<file path="config.mk">
export PLATFORM = sky130hd
export DESIGN_NAME = pce_queue
export DESIGN_NICKNAME = d
export VERILOG_FILES = /design/src/design/pce_pkg.sv /design/src/design/pce_queue.sv
export SDC_FILE = /design/constraint.sdc
export NUM_CORES = 1
export LEC_CHECK = 0
export BUFFER_PORTS_ARGS = -buffer_cell sky130_fd_sc_hd__buf_2
export CAP_MARGIN = 20
export CORE_MARGIN = 4
export CORE_UTILIZATION = 25
export CTS_CLUSTER_DIAMETER = 50
export CTS_CLUSTER_SIZE = 25
export DETAILED_ROUTE_END_ITERATION = 12
export HOLD_SLACK_MARGIN = 0.06
export PLACE_DENSITY = 0.49
export SYNTH_ARGS = -nofsm -noshare
export SYNTH_HDL_FRONTEND = slang
export SYNTH_SLANG_ARGS = --single-unit
</file>
<file path="constraint.sdc">
create_clock -name clk -period 2.2 [get_ports clk]
set_input_delay 0.11 -clock clk [delete_from_list [all_inputs] [get_ports clk]]
set_output_delay 0.11 -clock clk [all_outputs]
set_load 0.01 [all_outputs]
</file>
<file path="src/design/pce_pkg.sv">
// Shared types, codes, field widths and width helpers for the Pearson correlation engine.
`timescale 1ns / 1ps

package pce_pkg;

	// default build parameters
	localparam int SAMPLE_BITS_DEF = 16;
	localparam int MAX_LEN_DEF     = 4096;

	// fixed field widths of the channels
	localparam int SAMPLE_W = 16;
	localparam int CORR_W   = 16;
	localparam int STATUS_W = 2;
	localparam int COUNT_W  = 13;

	// Q1.14 result and its bit-at-a-time search
	localparam int FRAC_BITS = 14;
	localparam int MAG_W     = FRAC_BITS + 1;
	localparam int STEP_W    = 4;

	// depth of the queue of finished series sums
	localparam int QUEUE_DEPTH = 2;

	typedef enum logic [STATUS_W-1:0] {
		STATUS_VALID    = 2'd0,
		STATUS_UNDEF    = 2'd1,
		STATUS_OVERLONG = 2'd2
	} status_t;

	// products formed by the back end, in issue order
	typedef enum logic [2:0] {
		OP_N_SAA = 3'd0,
		OP_SA_SA = 3'd1,
		OP_N_SBB = 3'd2,
		OP_SB_SB = 3'd3,
		OP_N_SAB = 3'd4,
		OP_SA_SB = 3'd5,
		OP_VA_VB = 3'd6,
		OP_NUM_SQ = 3'd7
	} op_t;

	typedef enum logic [4:0] {
		ST_IDLE   = 5'b00001,
		ST_ISSUE  = 5'b00010,
		ST_MUL    = 5'b00100,
		ST_SEARCH = 5'b01000,
		ST_OUT    = 5'b10000
	} back_state_t;

	function automatic int cnt_w(input int ml);
		return $clog2(ml + 1);
	endfunction

	function automatic int sum_w(input int sb, input int ml);
		return (sb + $clog2(ml) > 64) ? 64 : sb + $clog2(ml);
	endfunction

	// sums of products wrap at 64 bits for very large builds
	function automatic int sq_w(input int sb, input int ml);
		return (2 * sb + $clog2(ml) > 64) ? 64 : 2 * sb + $clog2(ml);
	endfunction

	function automatic int snap_w(input int sb, input int ml);
		return 1 + cnt_w(ml) + 2 * sum_w(sb, ml) + 3 * sq_w(sb, ml);
	endfunction

	// operand width of the back-end multiplier: holds n * sum of squares
	function automatic int var_w(input int sb, input int ml);
		return cnt_w(ml) + sq_w(sb, ml);
	endfunction

endpackage

</file>
<file path="src/design/pce_queue.sv">
// Short register queue holding finished series sums between front and back end.
`timescale 1ns / 1ps

module pce_queue #(
	parameter int WIDTH = 8,
	parameter int DEPTH = pce_pkg::QUEUE_DEPTH
) (
	input  logic             clk,
	input  logic             arst_n,
	input  logic             push,
	input  logic [WIDTH-1:0] push_data,
	output logic             full,
	input  logic             pop,
	output logic             head_valid,
	output logic [WIDTH-1:0] head_data
);
	localparam int AW = $clog2(DEPTH);
	localparam int FW = $clog2(DEPTH + 1);

	logic [WIDTH-1:0] slot_q [DEPTH];
	logic [AW-1:0]    wr_q, rd_q;
	logic [FW-1:0]    fill_q;
	logic             do_push, do_pop;

	assign full       = (fill_q == FW'(DEPTH));
	assign head_valid = (fill_q != '0);
	assign head_data  = slot_q[rd_q];
	assign do_push    = push && !full;
	assign do_pop     = pop && head_valid;

	always_ff @(posedge clk or negedge arst_n) begin
		if (!arst_n) begin
			wr_q   <= '0;
			rd_q   <= '0;
			fill_q <= '0;
		end else begin
			if (do_push) begin
				wr_q <= (wr_q == AW'(DEPTH - 1)) ? '0 : wr_q + 1'b1;
			end
			if (do_pop) begin
				rd_q <= (rd_q == AW'(DEPTH - 1)) ? '0 : rd_q + 1'b1;
			end
			unique case ({do_push, do_pop})
				2'b10:   fill_q <= fill_q + 1'b1;
				2'b01:   fill_q <= fill_q - 1'b1;
				default: fill_q <= fill_q;
			endcase
		end
	end

	always_ff @(posedge clk) begin
		if (do_push) begin
			slot_q[wr_q] <= push_data;
		end
	end

endmodule

</file>
Word-level counts from Yosys, hierarchy flattened --
Memories as Yosys holds them, arrays and structs flattened. Cells that the tools add are included.
Word-level totals: input bits 12, output and inout bits 10, memories 1, register bits after elaboration 4, bits in writable memories 16
Memories:
- slot_q | words 2, width 8, read ports 1, clocked after memory_dff 0, write ports 1, line pce_queue.sv:20 | logic [WIDTH-1:0] slot_q [DEPTH];
Operators by class: reduce and logical (&&, ||, !) cells 5, equal/unequal tests 3, $add $sub $neg 4, mux-type cells 5
Operators by type and width (number):
- $eq A2 B2 Y1 const B | 2
- $mux W1 | 4
- $pmux W2 S2 | 1
- $reduce_bool A2 Y1 | 2
- $add A1 B1 Y1 const B | 2
- $add A2 B1 Y2 const B | 1
- $eq A2 B1 Y1 const B | 1
- $logic_and A1 B1 Y1 | 2
- $sub A2 B1 Y2 const B | 1
- $logic_not A1 Y1 | 1

Longest topological paths before layout --
word-level depth 5, depth in mapped cells 6, gate-level depth less buffers 6

Worst setup path before layout --
No wires, ideal clock.
path type reg2reg, start register fill_q[0], end register fill_q[1], cell stages (with the launch flop) 6, setup time 0.079 ns, arrival 1.397 ns, data required time 2.121 ns, period minus slack after synthesis 1.476 ns, slack 0.724 ns, cell sequence dfrtp_1 > or2_1 > and2_4 > ha_1 > nor2_1 > xor2_1
Between the ends: elaborated cells on any way between the ends 11, classes of those cells add/sub (2); eq/ne (3); mux (1); reduce/logical (5)
RTL lines:
- start: declaration | line pce_queue.sv:22 | logic [FW-1:0] fill_q;
- start signal: assignment | line pce_queue.sv:44 | 2'b10: fill_q <= fill_q + 1'b1;
- start signal: assignment | line pce_queue.sv:45 | 2'b01: fill_q <= fill_q - 1'b1;
- start signal: assignment | line pce_queue.sv:46 | default: fill_q <= fill_q;
- $reduce_bool A2 Y1 * | line pce_queue.sv:26 | assign head_valid = (fill_q != '0);
- named net head_valid | line pce_queue.sv:14 | output logic head_valid,
- $logic_and A1 B1 Y1 * | line pce_queue.sv:29 | assign do_pop = pop && head_valid;
- named net do_pop | line pce_queue.sv:23 | logic do_push, do_pop;
- $eq A2 B1 Y1 or $eq A2 B2 Y1 (tied branches) | line pce_queue.sv:43 | unique case ({do_push, do_pop})
- $pmux W2 S2 or $reduce_bool A2 Y1 (tied branches)
The timed path passes the listed nets; every way through them passes the cells marked *. A chain may end at the register's enable or synchronous reset.

Worst setup path after layout --
start register rd_q, end output head_data[4]
Between the ends: cells in the longest elaborated chain, start to end 1
Ends and longest elaborated chain:
- start: declaration | line pce_queue.sv:21 | logic [AW-1:0] wr_q, rd_q;
- start signal: assignment | line pce_queue.sv:41 | rd_q <= (rd_q == AW'(DEPTH - 1)) ? '0 : rd_q + 1'b1;
- $mem_v2 Z2 W8
- end: declaration | line pce_queue.sv:15 | output logic [WIDTH-1:0] head_data
No other way between the ends.

==> flow_summary.yaml <==
clocking:
  postCtsSetupRepairBufs: 0
  clock-sinks: 20
  cts-htree-levels: 1
  clock_latency_ns: 0.30
  cts_tree: "yes"
  clk_pin_slew_ns: 0.12
  clock_path_buffers: 2
  numCtsBuffers: 3
  cts.root.buffer_cell: "sky130_fd_sc_hd__clkbuf_4"
placed_design:
  dp_hpwl_um: 969
  place_congestion: 0.741
  buffer_ports.inserted: 21
  placed_cells: 95
detailed_routing:
  wl_per_cell_um: 12.2
  drt_iter0_markers: 20
  post_drt_via_cell_ratio: 4.16
  drc: 0
  routed_vias: 449
  detail-route-antenna-nets: 0
  detail_route.wirelength_um: 1320
  detail_route.first_pass.iterations: 3
worst_setup_path:
  worstSetupEndpoint: "head_data[4]"
  cp-startpoint: "rd_q"
  critical-path-slowest-cell: "sky130_fd_sc_hd__dfrtp_1"
  crit_path_dat_ns: 1.43
  critical_path.cell_chain: "mux2_2, buf_2"
  critical_path_cell_count: 2
  crit_type: "flip-flop to primary output"
  critical-path-max-stage-delay_ns: 0.61
  end_kind: "primary output"
  timing.critical_path.fanout_max: 9
  cp_top_family: "flip-flops"
  path_buf_inv: 1
  rr_startpoint: "fill_q[0]"
  start_kind: "flip-flop"
  critPathRequiredTime_ns: 2.09
  critical_path.reg2reg.endpoint: "fill_q[1]"
  reg2reg_depth: 5
  reg2reg_slack_ns: 0.70
yosys:
  area_share_of_the_leading_cell_type_in_the_synthesized_netlist_pct: 62.0
  synth_area_um2: 774
  synth.lib_cells_used.distinct: 14
  synth_fp_nets: 56
  synthTopCellsByArea: "sky130_fd_sc_hd__edfxtp_1 62%, sky130_fd_sc_hd__dfrtp_1 13%, sky130_fd_sc_hd__mux2_2 12%, sky130_fd_sc_hd__xnor2_1 3.4%, sky130_fd_sc_hd__xor2_1 2.3%"
  synth_sequential_area_ratio_pct: 75.0
  syn-instance-count: 43
  seq_cells_post_synth: 20
  postSynthAreaPerCell_um2: 18.0
  synthDominantAreaCellType: "sky130_fd_sc_hd__edfxtp_1"
  synthesis.yosys.warnings: 0
power_and_ir_drop:
  static_leakage_power_nw: 0.433
  peakVddDrop_mv: 0.588
  power_per_cell_area_mw_per_mm2: 1240
  total_power_mw: 1.31
floorplanning:
  die_h_um: 63.7
  design.die.area_mm2: 0.00405
  floorplan.initialDensity_pct: 27.1
  io_pins: 22
  fp.coreArea_mm2: 0.00285
  die-width_um: 63.7
  num_rows: 19
finish:
  final_nets: 91
  n_antenna_cell: 0
  post_route_insts_no_fill: 108
  layout-drive-gt1-share_pct: 45.5
  mostFrequentLayoutCells: "21 x sky130_fd_sc_hd__buf_2, 16 x sky130_fd_sc_hd__edfxtp_1, 9 x sky130_fd_sc_hd__dlygate4sd3_1"
  post-route-util_pct: 37.3
  syn2layout_area_growth_pct: 37.3
  final_common_cell: "sky130_fd_sc_hd__buf_2"
run:
  timing.max_cap.violations: 0
grt:
  grt_max_degree: 13
  final_global_route_overflow_total: 0
  antenna_found_initial: 0
  first_pass_grt_wire_length_um: 2270
  first_global_vias: 482
  global_route.usage.total_pct: 7.33
sta:
  final-hold-violation-count: 0
  maxClockFrequency_ghz: 0.649
  final.period_utilization_pct: 70.1
  grt_setup_unrepaired: "false"
  setup-tns-final_ns: 0
  worst-slew-pin-transition_ns: 0.412
  worst_slew_margin_rel_pct: 72.5
  finalSetupViolations: 0
  period_minus_slack_ns: 1.54
  final_max_slew_viol_count: 0
  whs_ns: 0.0976
  worst_skew_ns: 0.00913
worst_hold_path:
  min-delay-path-class: "input port to flip-flop"
  hp-start: "pop"
outcome:
  outcome: "complete, no violations"
cells in the mapped netlist:
cell	number
sky130_fd_sc_hd__mux2_2	8
sky130_fd_sc_hd__inv_1	1
sky130_fd_sc_hd__nor2_1	2
sky130_fd_sc_hd__xor2_1	2
sky130_fd_sc_hd__edfxtp_1	16
sky130_fd_sc_hd__nand2b_1	1
sky130_fd_sc_hd__xnor2_1	3
sky130_fd_sc_hd__and3_1	1
sky130_fd_sc_hd__and2_4	1
sky130_fd_sc_hd__or2_1	1
sky130_fd_sc_hd__ha_1	1
sky130_fd_sc_hd__nand2_1	1
sky130_fd_sc_hd__dfrtp_1	4
sky130_fd_sc_hd__buf_2	1
stage by stage:
| step | cell area (um2) | setup slack [ns] |
|---|---|---|
| after floorplan | 774 | 0.724 |
| after global placement | 921 | 0.753 |
| after detailed placement | 921 | 0.708 |
| after CTS | 1060 | 0.617 |
| after global routing | 1060 | 0.558 |
| final | 1060 | 0.658 |
worst min-delay path by stage:
stage / slack, ns / depth (start not counted) / endpoint
floorplan: -0.19 / 0 / fill_q[0]
global placement: -0.08 / 1 / fill_q[0]
detailed placement: -0.08 / 1 / fill_q[0]
CTS: 0.08 / 3 / rd_q
global route: 0.09 / 3 / rd_q
finish: 0.1 / 3 / rd_q
cells by family (layout without fill, tap and decap cells):
family        after synthesis  in the layout  share of synthesized area [%]
mux                         8              8                           11.6
buf+inv                     2             36                           1.13
xor+xnor                    5              5                           5.66
fa+ha+maj                   1              1                           1.62
simple gates                7              7                           5.01
flops                      20             20                           75.0
layer usage:
layer  track usage [%]  vias up  routed length [um]
li1                  -      223                   -
met1              9.87      208                 664
met2              10.6       16                 559
met4              3.23        0                   9
met3              2.49        2                  86
met5                 0        -                   0
flip-flops by register name, indices dropped and copies added (netlist names):
name,flops
wr_q,1
slot_q,16
rd_q,1
fill_q,2
area by class of cell:
type | count | area (um2)
repair buffers | 31 | 203
clock buffers | 3 | 22.5
inverters | 1 | 3.75
fillers | 278 | 1790
flip-flops and latches | 20 | 581
clock inverters | 1 | 30.0
well taps | 31 | 38.8
multi-input cells | 21 | 185
worst register-to-register path, stage by stage, from the launching register on:
cell and delay, ns:
sky130_fd_sc_hd__dfrtp_1 0.43, sky130_fd_sc_hd__or2_1 0.25, sky130_fd_sc_hd__and2_4 0.17, sky130_fd_sc_hd__ha_1 0.30
sky130_fd_sc_hd__nor2_1 0.14, sky130_fd_sc_hd__xor2_1 0.14
report_power, final:
part / internal [mW] / switching, mW / leakage, nW / total, mW
combinational: 0.225 / 0.193 / 0.209 / 0.418
clock: 0.184 / 0.110 / 0.0279 / 0.294
sequential: 0.528 / 0.0731 / 0.195 / 0.602
timing repair:
item | 4_1_cts | 5_1_grt
endpoints found under the setup margin | 0 | 0
endpoints found under the hold margin | 20 | 0
gates resized for setup | 0 | 0
hold buffers | 9 | 0
No activity file was read; power rests on OpenSTA's default activity.
