File: src/design/pce_pkg.sv
// Shared types, codes, field widths and width helpers for the Pearson correlation engine.
`timescale 1ns / 1ps

package pce_pkg;

	// default build parameters
	localparam int SAMPLE_BITS_DEF = 16;
	localparam int MAX_LEN_DEF     = 4096;

	// fixed field widths of the channels
	localparam int SAMPLE_W = 16;
	localparam int CORR_W   = 16;
	localparam int STATUS_W = 2;
	localparam int COUNT_W  = 13;

	// Q1.14 result and its bit-at-a-time search
	localparam int FRAC_BITS = 14;
	localparam int MAG_W     = FRAC_BITS + 1;
	localparam int STEP_W    = 4;

	// depth of the queue of finished series sums
	localparam int QUEUE_DEPTH = 2;

	typedef enum logic [STATUS_W-1:0] {
		STATUS_VALID    = 2'd0,
		STATUS_UNDEF    = 2'd1,
		STATUS_OVERLONG = 2'd2
	} status_t;

	// products formed by the back end, in issue order
	typedef enum logic [2:0] {
		OP_N_SAA = 3'd0,
		OP_SA_SA = 3'd1,
		OP_N_SBB = 3'd2,
		OP_SB_SB = 3'd3,
		OP_N_SAB = 3'd4,
		OP_SA_SB = 3'd5,
		OP_VA_VB = 3'd6,
		OP_NUM_SQ = 3'd7
	} op_t;

	typedef enum logic [4:0] {
		ST_IDLE   = 5'b00001,
		ST_ISSUE  = 5'b00010,
		ST_MUL    = 5'b00100,
		ST_SEARCH = 5'b01000,
		ST_OUT    = 5'b10000
	} back_state_t;

	function automatic int cnt_w(input int ml);
		return $clog2(ml + 1);
	endfunction

	function automatic int sum_w(input int sb, input int ml);
		return (sb + $clog2(ml) > 64) ? 64 : sb + $clog2(ml);
	endfunction

	// sums of products wrap at 64 bits for very large builds
	function automatic int sq_w(input int sb, input int ml);
		return (2 * sb + $clog2(ml) > 64) ? 64 : 2 * sb + $clog2(ml);
	endfunction

	function automatic int snap_w(input int sb, input int ml);
		return 1 + cnt_w(ml) + 2 * sum_w(sb, ml) + 3 * sq_w(sb, ml);
	endfunction

	// operand width of the back-end multiplier: holds n * sum of squares
	function automatic int var_w(input int sb, input int ml);
		return cnt_w(ml) + sq_w(sb, ml);
	endfunction

endpackage

File: src/design/pce_pair_if.sv
// Channel carrying one pair of samples per word.
`timescale 1ns / 1ps

interface pce_pair_if;
	logic                          valid;
	logic                          ready;
	logic [pce_pkg::SAMPLE_W-1:0]  sample_a;
	logic [pce_pkg::SAMPLE_W-1:0]  sample_b;
	logic                          last;

	modport source (output valid, output sample_a, output sample_b, output last, input ready);
	modport sink   (input valid, input sample_a, input sample_b, input last, output ready);
endinterface

File: src/design/pce_front.sv
// Front end: takes pairs, forms products, accumulates sums and emits a snapshot per series.
`timescale 1ns / 1ps

module pce_front #(
	parameter int SAMPLE_BITS = pce_pkg::SAMPLE_BITS_DEF,
	parameter int MAX_LEN     = pce_pkg::MAX_LEN_DEF
) (
	input  logic                                             clk,
	input  logic                                             arst_n,
	pce_pair_if.sink                                         pairs,
	output logic                                             snap_push,
	output logic [pce_pkg::snap_w(SAMPLE_BITS, MAX_LEN)-1:0] snap_data,
	input  logic                                             snap_full
);
	localparam int SB  = SAMPLE_BITS;
	localparam int CW  = pce_pkg::cnt_w(MAX_LEN);
	localparam int SW  = pce_pkg::sum_w(SAMPLE_BITS, MAX_LEN);
	localparam int SQW = pce_pkg::sq_w(SAMPLE_BITS, MAX_LEN);
	localparam int PW  = 2 * SB;

	logic [CW-1:0]  cnt_q;
	logic           keep;
	logic           accept;
	logic           go;

	logic           valid_s1;
	logic           last_s1;
	logic           keep_s1;
	logic [CW-1:0]  cnt_s1;
	logic [SB-1:0]  a_s1, b_s1;
	logic [PW-1:0]  ab_s1, aa_s1, bb_s1;

	logic [SW-1:0]  sa_q, sb_q, sa_n, sb_n;
	logic [SQW-1:0] sab_q, saa_q, sbb_q, sab_n, saa_n, sbb_n;
	logic           ovf_q, ovf_n;
	logic [SB-1:0]  a_in, b_in;

	assign a_in   = SB'(pairs.sample_a);
	assign b_in   = SB'(pairs.sample_b);
	assign keep   = (cnt_q < CW'(MAX_LEN));
	assign go     = valid_s1 && (!last_s1 || !snap_full);
	assign pairs.ready = !valid_s1 || go;
	assign accept = pairs.valid && pairs.ready;

	always_ff @(posedge clk or negedge arst_n) begin
		if (!arst_n) begin
			cnt_q    <= '0;
			valid_s1 <= 1'b0;
		end else begin
			if (accept) begin
				cnt_q <= pairs.last ? '0 : (keep ? cnt_q + 1'b1 : cnt_q);
			end
			if (accept) begin
				valid_s1 <= 1'b1;
			end else if (go) begin
				valid_s1 <= 1'b0;
			end
		end
	end

	always_ff @(posedge clk) begin
		if (accept) begin
			last_s1 <= pairs.last;
			keep_s1 <= keep;
			cnt_s1  <= keep ? cnt_q + 1'b1 : cnt_q;
			a_s1    <= a_in;
			b_s1    <= b_in;
			ab_s1   <= PW'(a_in) * PW'(b_in);
			aa_s1   <= PW'(a_in) * PW'(a_in);
			bb_s1   <= PW'(b_in) * PW'(b_in);
		end
	end

	always_comb begin
		sa_n  = sa_q  + (keep_s1 ? SW'(a_s1)   : '0);
		sb_n  = sb_q  + (keep_s1 ? SW'(b_s1)   : '0);
		sab_n = sab_q + (keep_s1 ? SQW'(ab_s1) : '0);
		saa_n = saa_q + (keep_s1 ? SQW'(aa_s1) : '0);
		sbb_n = sbb_q + (keep_s1 ? SQW'(bb_s1) : '0);
		ovf_n = ovf_q | !keep_s1;
	end

	always_ff @(posedge clk or negedge arst_n) begin
		if (!arst_n) begin
			sa_q  <= '0;
			sb_q  <= '0;
			sab_q <= '0;
			saa_q <= '0;
			sbb_q <= '0;
			ovf_q <= 1'b0;
		end else if (go) begin
			if (last_s1) begin
				sa_q  <= '0;
				sb_q  <= '0;
				sab_q <= '0;
				saa_q <= '0;
				sbb_q <= '0;
				ovf_q <= 1'b0;
			end else begin
				sa_q  <= sa_n;
				sb_q  <= sb_n;
				sab_q <= sab_n;
				saa_q <= saa_n;
				sbb_q <= sbb_n;
				ovf_q <= ovf_n;
			end
		end
	end

	assign snap_push = go && last_s1;
	assign snap_data = {ovf_n, cnt_s1, sa_n, sb_n, sab_n, saa_n, sbb_n};

endmodule

File: src/flat_wrapper.sv
// flat-port wrapper written by rule: the top's interface ports become plain ports
module pce_front_flat 
#(
	parameter int SAMPLE_BITS = pce_pkg::SAMPLE_BITS_DEF,
	parameter int MAX_LEN     = pce_pkg::MAX_LEN_DEF
)
  (clk, arst_n, snap_push, snap_data, snap_full, pairs_valid, pairs_sample_a, pairs_sample_b, pairs_last, pairs_ready);
  pce_pair_if pairs_i ();
  input  logic clk;
  input  logic arst_n;
  output logic snap_push;
  output logic [pce_pkg::snap_w(SAMPLE_BITS, MAX_LEN)-1:0] snap_data;
  input  logic snap_full;
  input wire logic [$bits(pairs_i.valid)-1:0] pairs_valid;
  input wire logic [$bits(pairs_i.sample_a)-1:0] pairs_sample_a;
  input wire logic [$bits(pairs_i.sample_b)-1:0] pairs_sample_b;
  input wire logic [$bits(pairs_i.last)-1:0] pairs_last;
  output wire logic [$bits(pairs_i.ready)-1:0] pairs_ready;
  assign pairs_i.valid = pairs_valid;
  assign pairs_i.sample_a = pairs_sample_a;
  assign pairs_i.sample_b = pairs_sample_b;
  assign pairs_i.last = pairs_last;
  assign pairs_ready = pairs_i.ready;
  pce_front #(.SAMPLE_BITS(SAMPLE_BITS), .MAX_LEN(MAX_LEN)) u_core (.clk(clk), .arst_n(arst_n), .pairs(pairs_i), .snap_push(snap_push), .snap_data(snap_data), .snap_full(snap_full));
endmodule
File: config.mk
export PLATFORM = sky130hd
export DESIGN_NAME = pce_front_flat
export DESIGN_NICKNAME = d
export VERILOG_FILES = /design/src/design/pce_pkg.sv /design/src/design/pce_pair_if.sv /design/src/design/pce_front.sv /design/src/flat_wrapper.sv
export SDC_FILE = /design/constraint.sdc
export NUM_CORES = 2
export LEC_CHECK = 0
export BUFFER_PORTS_ARGS = -buffer_cell sky130_fd_sc_hd__buf_2
export CAP_MARGIN = 25
export CORE_ASPECT_RATIO = 0.75
export CORE_MARGIN = 2
export CORE_UTILIZATION = 50
export DETAILED_ROUTE_END_ITERATION = 16
export GPL_ROUTABILITY_DRIVEN = 0
export PLACE_DENSITY = 0.67
export SKIP_CTS_REPAIR_TIMING = 1
export SYNTH_ARGS = -nofsm -noshare
export SYNTH_HDL_FRONTEND = slang
export SYNTH_SLANG_ARGS = --single-unit
File: constraint.sdc
create_clock -name clk -period 6.95 [get_ports clk]
set_clock_uncertainty 0.1 [all_clocks]
set_input_delay 0.3475 -clock clk [delete_from_list [all_inputs] [get_ports clk]]
set_output_delay 0.3475 -clock clk [all_outputs]
set_load 0.1 [all_outputs]
Word-level counts from Yosys, hierarchy flattened
Cells that the tools add are included.

word-level totals
  bits in registers = 346
  input bits = 37
  output and inout bits = 204
  logic and storage cells = 52

operators by class
  add/sub/neg operators = 6
  $mul = 3
  $lt $le $gt $ge = 1
  multiplexer cells = 15
  bitwise gates (word level) = 1
  reduce and logical (&&, ||, !) cells = 10

operators by type and width
  operator                 count
  $add A44 B44 Y44         3
  $mux W44                 3
  $mul A16 B16 Y32         3
  $mux W32                 3
  $add A28 B28 Y28         2
  $mux W28                 2
  $mux W16                 2
  $mux W13                 2
  $add A13 B1 Y13 const B  1
  $lt A13 B13 Y1 const B   1
  $logic_not A1 Y1         4
  $logic_and A1 B1 Y1      3
  $mux W1                  3
  $logic_or A1 B1 Y1       2
  $reduce_bool A2 Y1       1
  $or A1 B1 Y1             1

Longest topological paths before layout
  depth in word-level cells = 6
  gate-level depth with buffers = 26
  gate-level depth less buffers = 24

Least setup slack after synthesis
Ideal clock, no wire load.

  path kind = input to register
  start point = in pairs_sample_b[3]
  end point = reg u_core.bb_s1[25], data pin
  library setup time = 0.262 ns
  data arrival time = 6.259 ns
  required time = 6.588 ns
  slack = 0.329 ns
  stages on the path = 22
  path buffers = 2
  cell sequence = clkbuf_1 > clkbuf_1 > nand2_1 > fa_1 > inv_1 > fa_1 > ha_1 > inv_1 > fa_1 > fa_1 > inv_1 > fa_1 > ha_1 > and3_2 > a221oi_2 > nor4b_1 > or3_4 > a221o_2 > a311o_1 > a211oi_1 > o21bai_1 > xor2_1

on the way
  cells in the longest elaborated chain, start to end = 1

RTL lines
  element               RTL line            text
  from (decl)           flat_wrapper.sv:16  input wire logic [$bits(pairs_i.sample_b)-1:0] pairs_sample_b;
  $mul A16 B16 Y32      pce_front.sv:70     bb_s1 <= PW'(b_in) * PW'(b_in);
  to (signal assigned)  pce_front.sv:70
  to (decl)             pce_front.sv:31     logic [PW-1:0] ab_s1, aa_s1, bb_s1;

No other way between the ends.
A chain may end at the register's enable or synchronous reset.

Worst setup path in the final report
  start point = in pairs_sample_b[2]
  end point = reg u_core.ab_s1[30], data pin

on the way
  cells in the longest elaborated chain, start to end = 1

RTL lines
  element               RTL line         text
  $mul A16 B16 Y32      pce_front.sv:68  ab_s1 <= PW'(a_in) * PW'(b_in);
  to (signal assigned)  pce_front.sv:68
  to (decl)             pce_front.sv:31

No other way between the ends.

==> reports/metrics.cfg <==
[run_status]
status=finished clean

[cells_and_area]
drive_gt1_frac=0.0907
mostFrequentLayoutCell=inv_1
most-common-layout-cells=792 x inv_1, 521 x fa_1, 459 x nand2_1
register_area_sq_mm=0.00925
multi_input_area_sq_mm=0.0304
area_delta_synth_final_pct=9.51
fillerInstances=7795
finalNetCount=5865

[cts]
cts_tree=yes
numCtsBuffers=41
htreeDepth=2
path_clk_slew_ns=0.06
clockBufferDepth=3
insertion_delay_ns=0.58
clock_sinks=342
cts-root-buf=clkbuf_16

[placed_design]
port_buffers=240
pre_cts_ws_ns=0.158
hpwl_um=90500

[drt]
drt-total-wl_um=115000
num_vias=33500
drc=0
drt_pass1_iterations=6
initialDrtViolationCount=2572
ant_nets=0
routed_via_density=5.54
post_drt_wl_per_cell_um=19.0

[worst_hold_path]
hold_class=in -> reg

[synthesis]
syn_area_sq_mm=0.0434
seq_area_frac_synth=0.213
synth_edf_count=139
syn-num-nets=5685
ys_ff_latch=342
ys.warnings.count=0
yosys.area.top_type_share=0.240
synthFlopType=dfrtp_1
avgSynthCellArea_sq_um=9.25
synth_area_leader_cell=fa_1
synthArstFlopShare=0.594
synth.area.top_cells=fa_1 24%, ha_1 12%, dfrtp_1 12%
yosysUniqueCellTypes=78
synthCells=4694

[sta]
final.min_clock_period_ns=6.28
max-slew-margin-rel=0.292
setup_ws_ns=0.669
period_share=0.904
setup_viol=0
rsz0062_at_grt=false
finalHoldViolCount=0
tns_ns=0
fmax_mhz=159
maxSlewViolCount=0
worst_slew_pin_slew_ns=1.05

[setup_path]
worstPathRequired_ns=7.16
max_stage_delay_ns=0.52
crit_path_frequent_cell=fa_1
cp-start-kind=input port
cp-end-kind=flop
worst-path-buf-inv=5
worstPathMaxFanout=19
cp.arrival_ns=6.49
crit_slowest_cell=fa_1
path_class=in -> reg
crit_chain=buf_2, buf_4, nand2_1, fa_1, fa_1, fa_1, inv_1, fa_1, fa_1, inv_1, fa_1, inv_1, ha_1, a21oi_1, o21ai_0, a31oi_1, o221ai_1, a21oi_1, o211ai_1, a21oi_1, o21ai_0, xor2_1
crit_family=adder cells

[floorplanning]
core.rowCount=93
initial_utilization=0.505
die_x_um=344
io_pins=241
die_h_um=259
dieArea_sq_mm=0.0892
core_sq_mm=0.0860

[flow_run]
cap_violations=0

[grt]
grt-ovfl-total=0
grt_usage=0.261
grt_pass1_vias=33200
grt_pass1_wl_um=185000
grt_antenna_before_repair=6
grt_max_degree=128

[cells by family after synthesis]
group	synth area share
and+or+nand+nor	0.141
xor gates and xnor gates	0.0569
DFF	0.213
muxes	0.00242
adders and majority gates	0.365
buffers and inverters	0.0864
AOI/OAI and AO/OA	0.135
[final cells by class]
| cell class | count | area share |
|---|---|---|
| multi-input combinational | 3354 | 0.640 |
| sequential | 342 | 0.195 |
| inverter | 796 | 0.0629 |
| timing repair buffer | 339 | 0.0436 |
| tap | 1140 | 0.0300 |
| clock buffer | 59 | 0.0258 |
| clock inverter | 16 | 0.00297 |
| antenna | 2 | 0.000105 |
[worst reg2reg max path, cell delays in order (launching register included)]
cell and delay (ns):
edfxtp_1 0.37, buf_12 0.34, and2_1 0.27, ha_1 0.32
a211oi_1 0.16, o21ai_0 0.49, a21oi_1 0.19, o221ai_1 0.41
a41o_1 0.32, a41o_1 0.60, nand2_1 0.40, or4_1 0.58
o211ai_1 0.10
[stage by stage]
step / cells / utilization / area (sq um) / hold slack (ns)
2_1_floorplan: 4694 / - / 43400 / -0.0481
3_3_place_gp: 5968 / 0.537 / 46100 / 0.276
3_5_place_dp: 5968 / 0.537 / 46100 / 0.273
4_1_cts: 6043 / 0.553 / 47500 / -0.332
5_1_grt: 6047 / 0.553 / 47500 / 0.00995
6_report: 6048 / 0.553 / 47500 / 0.00621
[cell usage after synthesis, drive strengths merged, types with 12 or more instances]
| master | count |
|---|---|
| xnor2 | 194 |
| a21o | 104 |
| edfxtp | 139 |
| or3 | 14 |
| a21oi | 201 |
| dfrtp | 203 |
| and2 | 336 |
| a31o | 12 |
| a211oi | 26 |
| o21a | 21 |
| nor3 | 28 |
| clkbuf | 194 |
| nor2 | 159 |
| and3 | 48 |
| ha | 433 |
| inv | 793 |
| nand4 | 23 |
| o21ai | 159 |
| nand3 | 90 |
| o31ai | 23 |
| nor2b | 34 |
| xor2 | 88 |
| nand2b | 27 |
| fa | 521 |
| o211ai | 14 |
| nand2 | 460 |
| a22o | 124 |
| a31oi | 45 |
| o21bai | 29 |
[worst paths after layout]
| check | from | end | slack, ns | depth (start not counted) |
|---|---|---|---|---|
| max | pairs_sample_b[2] | u_core.ab_s1[30] | 0.67 | 22 |
| min | snap_full | u_core.valid_s1 | 0.006 | 3 |
| max reg2reg | u_core.keep_s1 | u_core.sab_q[37] | 2.24 | 12 |
| min reg2reg | u_core.sab_q[39] | u_core.sab_q[39] | 0.36 | 1 |
| max in group asynchronous | arst_n | u_core.saa_q[10] | 5.36 | 3 |
| min in group asynchronous | arst_n | u_core.cnt_q[9] | 0.22 | 2 |
[registers in the layout, indices dropped and copies added (netlist names)]
name	flops
u_core.b_s1	15
u_core.cnt_q	13
u_core.saa_q	44
u_core.sbb_q	44
u_core.sab_q	44
u_core.ovf_q	1
u_core.last_s1	1
u_core.cnt_s1	13
u_core.valid_s1	1
u_core.sb_q	28
u_core.a_s1	15
u_core.ab_s1	32
u_core.bb_s1	31
u_core.aa_s1	31
u_core.keep_s1	1
u_core.sa_q	28
[per-layer routing]
layer | wire (um) | GRT usage | vias to the layer above
li1 | - | - | 15800
met1 | 54600 | 0.401 | 16500
met2 | 49200 | 0.384 | 1089
met3 | 8240 | 0.0420 | 159
met4 | 2670 | 0.0600 | 8
met5 | 62 | 0 | -
Power is not shown: default switching activity piles up to over one toggle a cycle in this logic, so the estimate is an artifact.
